### src/rtl/core/apyd_pkg.sv
// shared types and constants for the yaw packet parser
package apyd_pkg;

	localparam int unsigned WINDOW_BYTES = 33;
	localparam logic [7:0] HDR_BYTE = 8'h55;
	localparam logic [7:0] ANGLE_TAG = 8'h53;
	localparam int unsigned HDR_OFS_A = 0;
	localparam int unsigned HDR_OFS_B = 11;
	localparam int unsigned HDR_OFS_C = 22;
	localparam int unsigned TAG_OFS = 23;
	localparam int unsigned SUM_FIRST = 24;
	localparam int unsigned SUM_BYTES = 8;
	localparam int unsigned YAW_LO_OFS = 28;
	localparam int unsigned YAW_HI_OFS = 29;
	localparam int unsigned CHK_OFS = 32;
	localparam logic signed [16:0] WRAP_LIMIT = 17'sd54613;
	localparam logic [16:0] FULL_TURN = 17'h10000;

	typedef logic [7:0] byte_t;
	typedef logic [15:0] yaw_t;
	typedef logic signed [16:0] offset_t;

	// queue status seen by the front and back ends
	typedef struct packed {
		logic full;
		logic empty;
	} qstat_t;

endpackage

### src/rtl/core/angle_packet_yaw_delta_parser_top.sv
// top level of the yaw packet parser
//
// channel   direction  handshake          payload
// input     in         push / full        rx_byte[7:0]
// result    out        empty / pop        heading[15:0], yaw_offset[16:0] signed
// config    in         cfg_write          cfg_data[15:0] (yaw reference)
//
// one byte per cycle while full is low; a match is pushed to the queue in the cycle its byte is taken
// a result then waits in the queue until the output register is empty or being popped
// full follows the word queue, which fills only while pop is held low
// reset clears the byte window, the reference and the queue, and marks the output register empty
module angle_packet_yaw_delta_parser_top #(
	parameter int unsigned QUEUE_DEPTH = 4
) (
	input  logic         clk,
	input  logic         arst_n,
	input  logic         push,
	output logic         full,
	input  logic [7:0]   rx_byte,
	output logic         empty,
	input  logic         pop,
	output logic [15:0]  heading,
	output logic signed [16:0] yaw_offset,
	input  logic         cfg_write,
	input  logic [15:0]  cfg_data
);

	apyd_pkg::qstat_t qstat;
	logic             q_push;
	logic             q_pop;
	apyd_pkg::yaw_t   q_data;
	apyd_pkg::yaw_t   q_head;

	assign full = qstat.full;

	apyd_front u_front (
		.clk     (clk),
		.arst_n  (arst_n),
		.push    (push),
		.rx_byte (rx_byte),
		.qstat   (qstat),
		.q_push  (q_push),
		.q_data  (q_data)
	);

	apyd_queue #(
		.DEPTH (QUEUE_DEPTH)
	) u_queue (
		.clk    (clk),
		.arst_n (arst_n),
		.q_push (q_push),
		.q_data (q_data),
		.q_pop  (q_pop),
		.q_head (q_head),
		.qstat  (qstat)
	);

	apyd_back u_back (
		.clk        (clk),
		.arst_n     (arst_n),
		.cfg_write  (cfg_write),
		.cfg_data   (cfg_data),
		.qstat      (qstat),
		.q_head     (q_head),
		.q_pop      (q_pop),
		.pop        (pop),
		.empty      (empty),
		.heading    (heading),
		.yaw_offset (yaw_offset)
	);

`ifndef SYNTHESIS
	a_no_push_when_full: assert property (@(posedge clk) disable iff (!arst_n)
		q_push |-> !qstat.full)
		else $error("word pushed into a full queue");

	a_no_pop_when_empty: assert property (@(posedge clk) disable iff (!arst_n)
		q_pop |-> !qstat.empty)
		else $error("word popped from an empty queue");

	a_offset_in_range: assert property (@(posedge clk) disable iff (!arst_n)
		!empty |-> (yaw_offset <= 17'sd54613 && yaw_offset >= -17'sd54613))
		else $error("yaw offset outside wrap range");

	a_result_loaded: assert property (@(posedge clk) disable iff (!arst_n)
		q_pop |=> !empty)
		else $error("popped word did not reach output");
`endif

endmodule

### src/rtl/core/apyd_front.sv
// front end: byte window, packet match and checksum, pushes candidate yaw words
module apyd_front (
	input  logic               clk,
	input  logic               arst_n,
	input  logic               push,
	input  apyd_pkg::byte_t    rx_byte,
	input  apyd_pkg::qstat_t   qstat,
	output logic               q_push,
	output apyd_pkg::yaw_t     q_data
);

	apyd_pkg::byte_t window_q [apyd_pkg::WINDOW_BYTES];
	apyd_pkg::byte_t nxt [apyd_pkg::WINDOW_BYTES];
	logic            accept;
	logic            hdr_ok;
	logic [7:0]      sum;

	assign accept = push && !qstat.full;

	always_comb begin
		for (int i = 0; i < apyd_pkg::WINDOW_BYTES - 1; i++) begin
			nxt[i] = window_q[i + 1];
		end
		nxt[apyd_pkg::WINDOW_BYTES - 1] = rx_byte;
	end

	// match is judged on the window as it stands after this shift
	assign hdr_ok = (nxt[apyd_pkg::HDR_OFS_A] == apyd_pkg::HDR_BYTE)
		&& (nxt[apyd_pkg::HDR_OFS_B] == apyd_pkg::HDR_BYTE)
		&& (nxt[apyd_pkg::HDR_OFS_C] == apyd_pkg::HDR_BYTE)
		&& (nxt[apyd_pkg::TAG_OFS] == apyd_pkg::ANGLE_TAG);

	always_comb begin
		sum = apyd_pkg::HDR_BYTE + apyd_pkg::ANGLE_TAG;
		for (int k = 0; k < apyd_pkg::SUM_BYTES; k++) begin
			sum = sum + nxt[apyd_pkg::SUM_FIRST + k];
		end
	end

	assign q_push = accept && hdr_ok && (sum == nxt[apyd_pkg::CHK_OFS]);
	assign q_data = {nxt[apyd_pkg::YAW_HI_OFS], nxt[apyd_pkg::YAW_LO_OFS]};

	always_ff @(posedge clk or negedge arst_n) begin
		if (!arst_n) begin
			for (int i = 0; i < apyd_pkg::WINDOW_BYTES; i++) begin
				window_q[i] <= '0;
			end
		end else if (accept) begin
			window_q <= nxt;
		end
	end

endmodule

### src/rtl/core/apyd_queue.sv
// short queue of matched yaw words between front and back ends
module apyd_queue #(
	parameter int unsigned DEPTH = 4
) (
	input  logic               clk,
	input  logic               arst_n,
	input  logic               q_push,
	input  apyd_pkg::yaw_t     q_data,
	input  logic               q_pop,
	output apyd_pkg::yaw_t     q_head,
	output apyd_pkg::qstat_t   qstat
);

	localparam int unsigned PTR_W = (DEPTH > 1) ? $clog2(DEPTH) : 1;
	localparam int unsigned CNT_W = $clog2(DEPTH + 1);
	localparam logic [PTR_W-1:0] LAST = PTR_W'(DEPTH - 1);
	localparam logic [CNT_W-1:0] FULL_CNT = CNT_W'(DEPTH);

	apyd_pkg::yaw_t   mem_q [DEPTH];
	logic [PTR_W-1:0] wr_ptr_q;
	logic [PTR_W-1:0] rd_ptr_q;
	logic [CNT_W-1:0] count_q;

	assign qstat.full  = (count_q == FULL_CNT);
	assign qstat.empty = (count_q == '0);
	assign q_head      = mem_q[rd_ptr_q];

	always_ff @(posedge clk) begin
		if (q_push) begin
			mem_q[wr_ptr_q] <= q_data;
		end
	end

	always_ff @(posedge clk or negedge arst_n) begin
		if (!arst_n) begin
			wr_ptr_q <= '0;
			rd_ptr_q <= '0;
			count_q  <= '0;
		end else begin
			if (q_push) begin
				wr_ptr_q <= (wr_ptr_q == LAST) ? '0 : wr_ptr_q + 1'b1;
			end
			if (q_pop) begin
				rd_ptr_q <= (rd_ptr_q == LAST) ? '0 : rd_ptr_q + 1'b1;
			end
			if (q_push && !q_pop) begin
				count_q <= count_q + 1'b1;
			end else if (!q_push && q_pop) begin
				count_q <= count_q - 1'b1;
			end
		end
	end

endmodule

### src/rtl/core/apyd_back.sv
// back end: reference register, wrapped offset and output register
module apyd_back (
	input  logic                clk,
	input  logic                arst_n,
	input  logic                cfg_write,
	input  logic [15:0]         cfg_data,
	input  apyd_pkg::qstat_t    qstat,
	input  apyd_pkg::yaw_t      q_head,
	output logic                q_pop,
	input  logic                pop,
	output logic                empty,
	output apyd_pkg::yaw_t      heading,
	output apyd_pkg::offset_t   yaw_offset
);

	logic [15:0]       yaw_reference_q;
	logic              out_valid_q;
	apyd_pkg::yaw_t    yaw_q;
	apyd_pkg::offset_t offset_q;
	apyd_pkg::offset_t diff;
	apyd_pkg::offset_t wrapped;

	assign diff = apyd_pkg::offset_t'({1'b0, q_head})
		- apyd_pkg::offset_t'({1'b0, yaw_reference_q});

	// one full turn either way is the same 17-bit add
	always_comb begin
		if (diff > apyd_pkg::WRAP_LIMIT) begin
			wrapped = diff - apyd_pkg::offset_t'(apyd_pkg::FULL_TURN);
		end else if (diff < -apyd_pkg::WRAP_LIMIT) begin
			wrapped = diff + apyd_pkg::offset_t'(apyd_pkg::FULL_TURN);
		end else begin
			wrapped = diff;
		end
	end

	assign q_pop      = !qstat.empty && (!out_valid_q || pop);
	assign empty      = !out_valid_q;
	assign heading    = yaw_q;
	assign yaw_offset = offset_q;

	always_ff @(posedge clk) begin
		if (q_pop) begin
			yaw_q    <= q_head;
			offset_q <= wrapped;
		end
	end

	always_ff @(posedge clk or negedge arst_n) begin
		if (!arst_n) begin
			yaw_reference_q <= '0;
			out_valid_q     <= 1'b0;
		end else begin
			if (cfg_write) begin
				yaw_reference_q <= cfg_data;
			end
			if (q_pop) begin
				out_valid_q <= 1'b1;
			end else if (pop) begin
				out_valid_q <= 1'b0;
			end
		end
	end

endmodule

### config.mk
export PLATFORM = sky130hd
export DESIGN_NAME = angle_packet_yaw_delta_parser_top
export DESIGN_NICKNAME = d
export VERILOG_FILES = /design/src/rtl/core/apyd_pkg.sv /design/src/rtl/core/angle_packet_yaw_delta_parser_top.sv /design/src/rtl/core/apyd_front.sv /design/src/rtl/core/apyd_queue.sv /design/src/rtl/core/apyd_back.sv
export SDC_FILE = /design/constraint.sdc
export NUM_CORES = 1
export LEC_CHECK = 0
export CORE_UTILIZATION = 35
export DETAILED_ROUTE_END_ITERATION = 16
export DONT_BUFFER_PORTS = 1
export GPL_TIMING_DRIVEN = 0
export PLACE_DENSITY = 0.46
export SLEW_MARGIN = 20
export SYNTH_ARGS = -nofsm -noshare
export SYNTH_HDL_FRONTEND = slang
export SYNTH_SLANG_ARGS = --single-unit
### constraint.sdc
create_clock -name clk -period 7.2 [get_ports clk]
set_clock_uncertainty 0.15 [all_clocks]
set_input_delay 1.08 -clock clk [delete_from_list [all_inputs] [get_ports clk]]
set_output_delay 1.08 -clock clk [all_outputs]
set_load 0.01 [all_outputs]
# [Word level (Yosys, flattened, before mapping)]
# Memories as Yosys holds them, arrays and structs flattened.
# Index checks and enable logic that the tools add are counted.
[word_totals] regBits=313 ramBits=64 out_inout_bits=35 elab_cells=93 mem_count=1
[classes] addsub=15 magnitude_cmp=2 eq_ne=8 mux=10 reduce_logical=18
[mem_list] memory="u_queue.mem_q" depth=4 width=16 read_ports=1 rd_clocked_by_memory_dff=0 write_ports=1 line="apyd_queue.sv:19" text="apyd_pkg::yaw_t mem_q [DEPTH];"
[ops] cell="8-bit adder" count=7
[ops] cell="17-bit two-way mux" count=2
[ops] cell="8-bit by 7-bit equality test with 1-bit output, second input constant" count=4
[ops] cell="17-bit adder, second input constant" count=1
[ops] cell="17-bit > comparator, second input constant" count=1
[ops] cell="17-bit < comparator, second input constant" count=1
[ops] cell="16-bit by 16-bit subtractor with 17-bit output" count=1
[ops] cell="17-bit subtractor, second input constant" count=1
[ops] cell="1-bit logical AND" count=9
[ops] cell="8-bit adder, first input constant" count=1
[ops] cell="8-bit equality test" count=1
[ops] cell="3-bit two-way mux" count=2
[ops] cell="1-bit zero test" count=5
[ops] cell="2-bit by 1-bit adder with 2-bit output, second input constant" count=2
[ops] cell="2-bit equality test, second input constant" count=2
[ops] cell="1-bit two-way mux" count=4
[ops] cell="2-bit two-way mux" count=2
[ops] cell="2-bit nonzero test" count=2
[ops] cell="3-bit by 1-bit adder with 3-bit output, second input constant" count=1
[ops] cell="3-bit equality test, second input constant" count=1
[ops] cell="3-bit zero test" count=1
[ops] cell="3-bit by 1-bit subtractor with 3-bit output, second input constant" count=1
[ops] cell="1-bit logical OR" count=1

# [Logic depth before layout (Yosys ltp)]
[logic_depth] ltp_word=14 depth_mapped=24

# [Hierarchy]
# From an unflattened synthesis, not the netlist that was laid out.
[hier_totals] hier_cells=1086 area_unflattened_um2=16415.7
[by_module_without_submodules] mod="apyd_front" instances=1 cells_per_inst=730 area_each_um2=11048.1
[by_module_without_submodules] mod="apyd_queue" instances=1 cells_per_inst=121 area_each_um2=2766.4
[by_module_without_submodules] mod="apyd_back" instances=1 cells_per_inst=235 area_each_um2=2601.2

# [Worst setup path after synthesis]
# OpenSTA, ideal clock, no wires.
[synth_timing] path_type="reg2reg" from="reg u_front.window_q (netlist bit u_front.nxt[10])" to="reg u_queue.count_q[2]" setup_ns=0.079 arrival_time_ns=5.183 required_time_ns=6.971 path_slack_ns=1.788 path_stages_with_launch=21 path_buffers=0 period_less_slack_ns=5.412 cell_sequence="dfrtp_1 -> fa_1 -> inv_1 -> fa_1 -> fa_1 -> fa_1 -> inv_1 -> ha_1 -> inv_1 -> fa_1 -> xor2_1 -> nand4_1 -> nor3_1 -> nand3_1 -> nor4_2 -> ha_1 -> inv_1 -> fa_1 -> xor2_1 -> nor2_1 -> xor2_1"
[synth_between] elab_chain_cells=6 word_cells_on_any_way=8 cone_classes="add/sub: 1; eq/ne: 1; mux: 1; reduce/logical: 5"
[synth_rtl] item="start: declaration" line="apyd_front.sv:12" text="apyd_pkg::byte_t window_q [apyd_pkg::WINDOW_BYTES];"
[synth_rtl] item="start signal: assignment" line="apyd_front.sv:49" text="window_q <= nxt;"
[synth_rtl] item="8-bit adder (*)" line="apyd_front.sv:36" text="sum = sum + nxt[apyd_pkg::SUM_FIRST + k];"
[synth_rtl] item="8-bit equality test (*)" line="apyd_front.sv:40" text="assign q_push = accept && hdr_ok && (sum == nxt[apyd_pkg::CHK_OFS]);"
[synth_rtl] item="1-bit logical AND (*)" line="apyd_front.sv:40"
[synth_rtl] item="named net q_push" line="angle_packet_yaw_delta_parser_top.sv:29" text="logic q_push;"
[synth_rtl] item="1-bit zero test" line="apyd_queue.sv:48" text="end else if (!q_push && q_pop) begin"
[synth_rtl] item="1-bit logical AND" line="apyd_queue.sv:48"
[synth_rtl] item="2-bit nonzero test (no line)"
[synth_rtl] item="end signal: assignment" line="apyd_queue.sv:47" text="count_q <= count_q + 1'b1;"
[synth_rtl] item="end signal: assignment" line="apyd_queue.sv:49" text="count_q <= count_q - 1'b1;"
[synth_rtl] item="end: declaration" line="apyd_queue.sv:22" text="logic [CNT_W-1:0] count_q;"
# The timed path passes the listed nets; every way through them passes the cells marked *.
# A chain may end at the register's enable or synchronous reset.

# [Final worst setup path]
[layout_timing] from="reg u_front.window_q (netlist bit u_front.q_data[3])" to="reg u_queue.count_q[2]"
[layout_between] elab_chain_cells=9 word_cells_on_any_way=11 cone_classes="add/sub: 4; eq/ne: 1; mux: 1; reduce/logical: 5"
[layout_rtl] item="8-bit adder (*) (4 in a row)" line="apyd_front.sv:36"
[layout_rtl] item="8-bit equality test (*)" line="apyd_front.sv:40"
[layout_rtl] item="1-bit logical AND (*)" line="apyd_front.sv:40"
[layout_rtl] item="named net q_push" line="angle_packet_yaw_delta_parser_top.sv:29"
[layout_rtl] item="1-bit zero test" line="apyd_queue.sv:48"
[layout_rtl] item="1-bit logical AND" line="apyd_queue.sv:48"
[layout_rtl] item="2-bit nonzero test (no line)"
# Marked as above.

==> results.md <==
* Result of the run: complete, no violations
* Wire length of the first global-routing pass at about 51000 µm
* I/O pin count at 64
* Most frequent standard cell in the layout excluding fill and tap cells: sky130_fd_sc_hd__dfrtp_1
* # DRC at 0
* TritonCTS buffer count at between 40 and 50
* Most repeated library cell on the critical path: sky130_fd_sc_hd__fa_1
* Most frequent cells in the layout: sky130_fd_sc_hd__dfrtp_1 (280), sky130_fd_sc_hd__mux2_2 (244), sky130_fd_sc_hd__edfxtp_1 (97)
* Category of the most critical setup path: flip-flop to flip-flop
* Max-slew violation count at 0
* Count of filler cells inserted in the layout at approximately 4.3k
* Total number of placement rows at between 70 and 80
* Share of the synthesized area in compound gates (AO/OA/AOI/OAI) at between 4 and 5%
* Simple-Gate Fraction of Synth Area at 3.203%
* Vias per Instance at roughly 4.7
* Post-synth EDFFs at 97
* Total global-route track usage at approximately 14%
* Kind of path behind the tightest hold check: input pin to async pin
* Dominant synthesized flop cell: sky130_fd_sc_hd__dfrtp_1
* FF-to-FF End: u_queue.count_q[2]$_DFFE_PN0P_
* Multi-input gate area at 0.005922 mm²
* Adder-Cell Fraction of Synth Area at 7.739%
* Clock network latency to the later pin of the worst-skew pair at 0.56 ns
* Cell count after placement at between 1.5k and 2k
* NumNets Final at 1237
* Number of synthesis warnings at 0
* Proportion of synthesized area in mux cells at a little under a fifth
* Number of max-cap violations at 0
* Die Area at roughly 0.048 mm²
* Drt pass-1 iters at 4
* DR WL/cell at 17.80 µm
* Maximum frequency from static timing analysis at roughly 0.16 GHz
* Clock Sink Count at about 380
* Post-detailed-route count of antenna-violating nets at 0
* Setup repair after global routing missed its margin: false
* Clock-pin slew on the worst setup and hold paths at roughly 0.06 ns
* TritonCTS clock tree: built
* Sequential standard cell area at a little under 0.01 mm²
* Layout cells sized above 1 at slightly below 30%
* Final estimated routing congestion in global placement at slightly below 0.8
* Wirelength, routed at 31410 µm
* GRT overflow at 0
* Largest fanout on the critical path at 9
* Via count of the first global-routing pass at a little under 9k
* HPWL after detailed placement at 21590 µm
* Normalized max-slew margin at between 30% and 40%
* CTS H-tree depth at 2
* Sequential element share of the synthesized area at between 60% and 70%
* Worst setup slack for register-to-register paths at between 1 and 1.5 ns
* Critical Path Sink Type: flip-flop
* Flop and latch count out of synthesis at 377
* Die Width at roughly 220 µm
* Number of hold-slack violations in the final timing report at 0
* Antenna violations before repair at 0
* Setup violators final at 0
* Cells resized by post-CTS repair at 0
* Average cell area after synthesis at 15.05 µm²
* Path depth of the worst reg2reg path at 19
* Starting density of the core at between 30 and 40%
* Fraction of synthesized cell area in xor and xnor cells at 2.199%
* Total vias in the final route at around 8.3k
* Final instance count without filler cells at roughly 1.8k
* Net count after synthesis at approximately 1.2k
* Period Utilization, post-route at 84.39%
* Post-Syn Area at around 0.016 mm²
* Launching element type of the critical path: flip-flop
* Post-synthesis async set-or-reset flop share at between 70% and 80%
* Final sum of negative setup slack at 0 ns
* Synth-to-Final Area Change at 13.17%
* Clock period minus worst slack at slightly above 6 ns
* Die boundary height at between 200 and 250 µm
* Crit path max-delay cell type: sky130_fd_sc_hd__nor4_2
* Hold buffer count at CTS at 0
* Clk root buf: sky130_fd_sc_hd__clkbuf_16
* Cell count after synthesis at 1085
* Startpoint of the lowest-slack register-to-register path: u_front.q_data[3]$_DFFE_PN0P_
* Delay of the slowest cell on the worst path at 0.79 ns
* Actual slew at the worst max-slew pin at 0.9643 ns
* Largest net degree at the start of global routing at around 280
* Setup fix buffers added after clock tree synthesis at 0
* Placeable core region at 0.04567 mm²
* Number of distinct standard cells referenced by the synthesized netlist at 55
* Data arrival time of the critical path at 6.38 ns
* CP required at roughly 7.5 ns
* Dominant combinational cell family by area after synthesis: multiplexers
* Worst setup endpoint: u_queue.count_q[2]$_DFFE_PN0P_
* Starting DRC count in detailed routing at just under 400
* Ordered cell list for the critical path: fa_1, inv_1, fa_1, fa_1, fa_1, inv_1, ha_1, a21o_1, a21o_1, a21o_1, a21oi_1, xnor2_1, nor4_2, ha_1, inv_1, fa_1, xor2_1, nor2_1, xor2_1
* Number of buffers on the longest clock path at 3
* Launch point of the critical path: u_front.q_data[3]$_DFFE_PN0P_
* # port buffers at 0
-- flip-flops by register name, summed over array words and instances (netlist names) --
signal and cells:
u_queue.mem_q 64, u_queue.wr_ptr_q 2, u_front.nxt 240, u_back.heading 16, u_queue.count_q 3, u_back.yaw_reference_q 16
u_back.out_valid_q 1, u_queue.rd_ptr_q 2, u_back.yaw_offset 17, u_front.q_data 16
-- worst max-delay path: cells and delay by family, from the launching register on --
family                   cells  cell delay (ns)
AO/OA/AOI/OAI                4             0.75
adder cells (fa/ha/maj)      7             3.11
buffers and inverters        3             0.17
AND/OR/NAND/NOR              2             0.90
XOR/XNOR                     3             0.42
flip-flops                   1             0.47
-- per-layer routing --
layer  wire length [µm]  vias up  global-route usage, %
li1                   -     3918                      -
met1              14790     4251                  18.54
met2              14540      122                  21.99
met3               1482       49                  3.780
met4                590        0                  3.823
met5                  0        -                      0
-- cell type report --
class	instances	area share, %
Buffer	42	0.9750
Antenna cell	1	0.01354
Clock inverter	9	0.4265
Tap cell	600	4.062
Multi-Input combinational cell	581	32.04
Clock buffer	68	6.926
Sequential cell	377	53.68
Timing Repair Buffer	1	0.1490
Inverter	85	1.726
-- how the worst min path moves through the flow --
stage                              endpoint  depth (start not counted)
2_1_floorplan   u_front.nxt[16]$_DFFE_PN0P_                          2
3_3_place_gp    u_front.nxt[68]$_DFFE_PN0P_                          2
3_5_place_dp    u_front.nxt[68]$_DFFE_PN0P_                          2
4_1_cts        u_front.nxt[215]$_DFFE_PN0P_                          0
5_1_grt        u_front.nxt[215]$_DFFE_PN0P_                          0
6_report       u_front.nxt[215]$_DFFE_PN0P_                          0
-- per-stage QoR --
step	setup WS, ns	util, %	cell area [µm²]	hold slack [ns]
floorplan	1.788	-	16330	0.2998
finish	1.124	40.46	18480	0.08923
global route	0.6174	40.46	18480	0.05025
global placement	0.9865	37.40	17080	0.3136
CTS	0.9532	40.46	18480	0.04504
detailed placement	0.9836	37.48	17120	0.3223
-- synth_stat cells (2+ instances only) --
cell | count | area share (%)
sky130_fd_sc_hd__mux2_2 | 244 | 17
sky130_fd_sc_hd__a221oi_1 | 3 | 0.16
sky130_fd_sc_hd__nand3_1 | 5 | 0.15
sky130_fd_sc_hd__nand2b_1 | 3 | 0.11
sky130_fd_sc_hd__o21a_1 | 2 | 0.092
sky130_fd_sc_hd__o21bai_1 | 2 | 0.092
sky130_fd_sc_hd__inv_1 | 85 | 2.0
sky130_fd_sc_hd__mux4_2 | 16 | 2.2
sky130_fd_sc_hd__o21ai_0 | 43 | 1.3
sky130_fd_sc_hd__nor4bb_1 | 4 | 0.25
sky130_fd_sc_hd__a211oi_1 | 2 | 0.092
sky130_fd_sc_hd__nor4b_1 | 2 | 0.11
sky130_fd_sc_hd__fa_1 | 40 | 4.9
sky130_fd_sc_hd__edfxtp_1 | 97 | 18
sky130_fd_sc_hd__a21o_1 | 13 | 0.60
sky130_fd_sc_hd__buf_6 | 2 | 0.14
sky130_fd_sc_hd__clkbuf_1 | 37 | 0.85
sky130_fd_sc_hd__nand4_1 | 5 | 0.19
sky130_fd_sc_hd__or2_1 | 2 | 0.077
sky130_fd_sc_hd__xor2_1 | 10 | 0.54
sky130_fd_sc_hd__dfrtp_1 | 280 | 43
sky130_fd_sc_hd__a21oi_1 | 14 | 0.43
sky130_fd_sc_hd__and2_1 | 8 | 0.31
sky130_fd_sc_hd__xnor2_1 | 31 | 1.7
sky130_fd_sc_hd__nor2_1 | 21 | 0.48
sky130_fd_sc_hd__o211ai_1 | 2 | 0.092
sky130_fd_sc_hd__ha_1 | 37 | 2.8
sky130_fd_sc_hd__nand2_1 | 43 | 0.99
sky130_fd_sc_hd__nor3_1 | 4 | 0.12
sky130_fd_sc_hd__o21ai_1 | 2 | 0.061
sky130_fd_sc_hd__a311oi_1 | 2 | 0.11
-- kinds of logic after synthesis --
group,Yosys count
AOI/OAI and AO/OA,99
DFF,377
buffers and inverters,127
adders and majority gates,77
and+or+nand+nor,104
muxes,260
xor gates and xnor gates,41
Power is left out: the tool's default activity adds up to more than one toggle a clock period on the data nets, which glitch-free logic cannot reach.
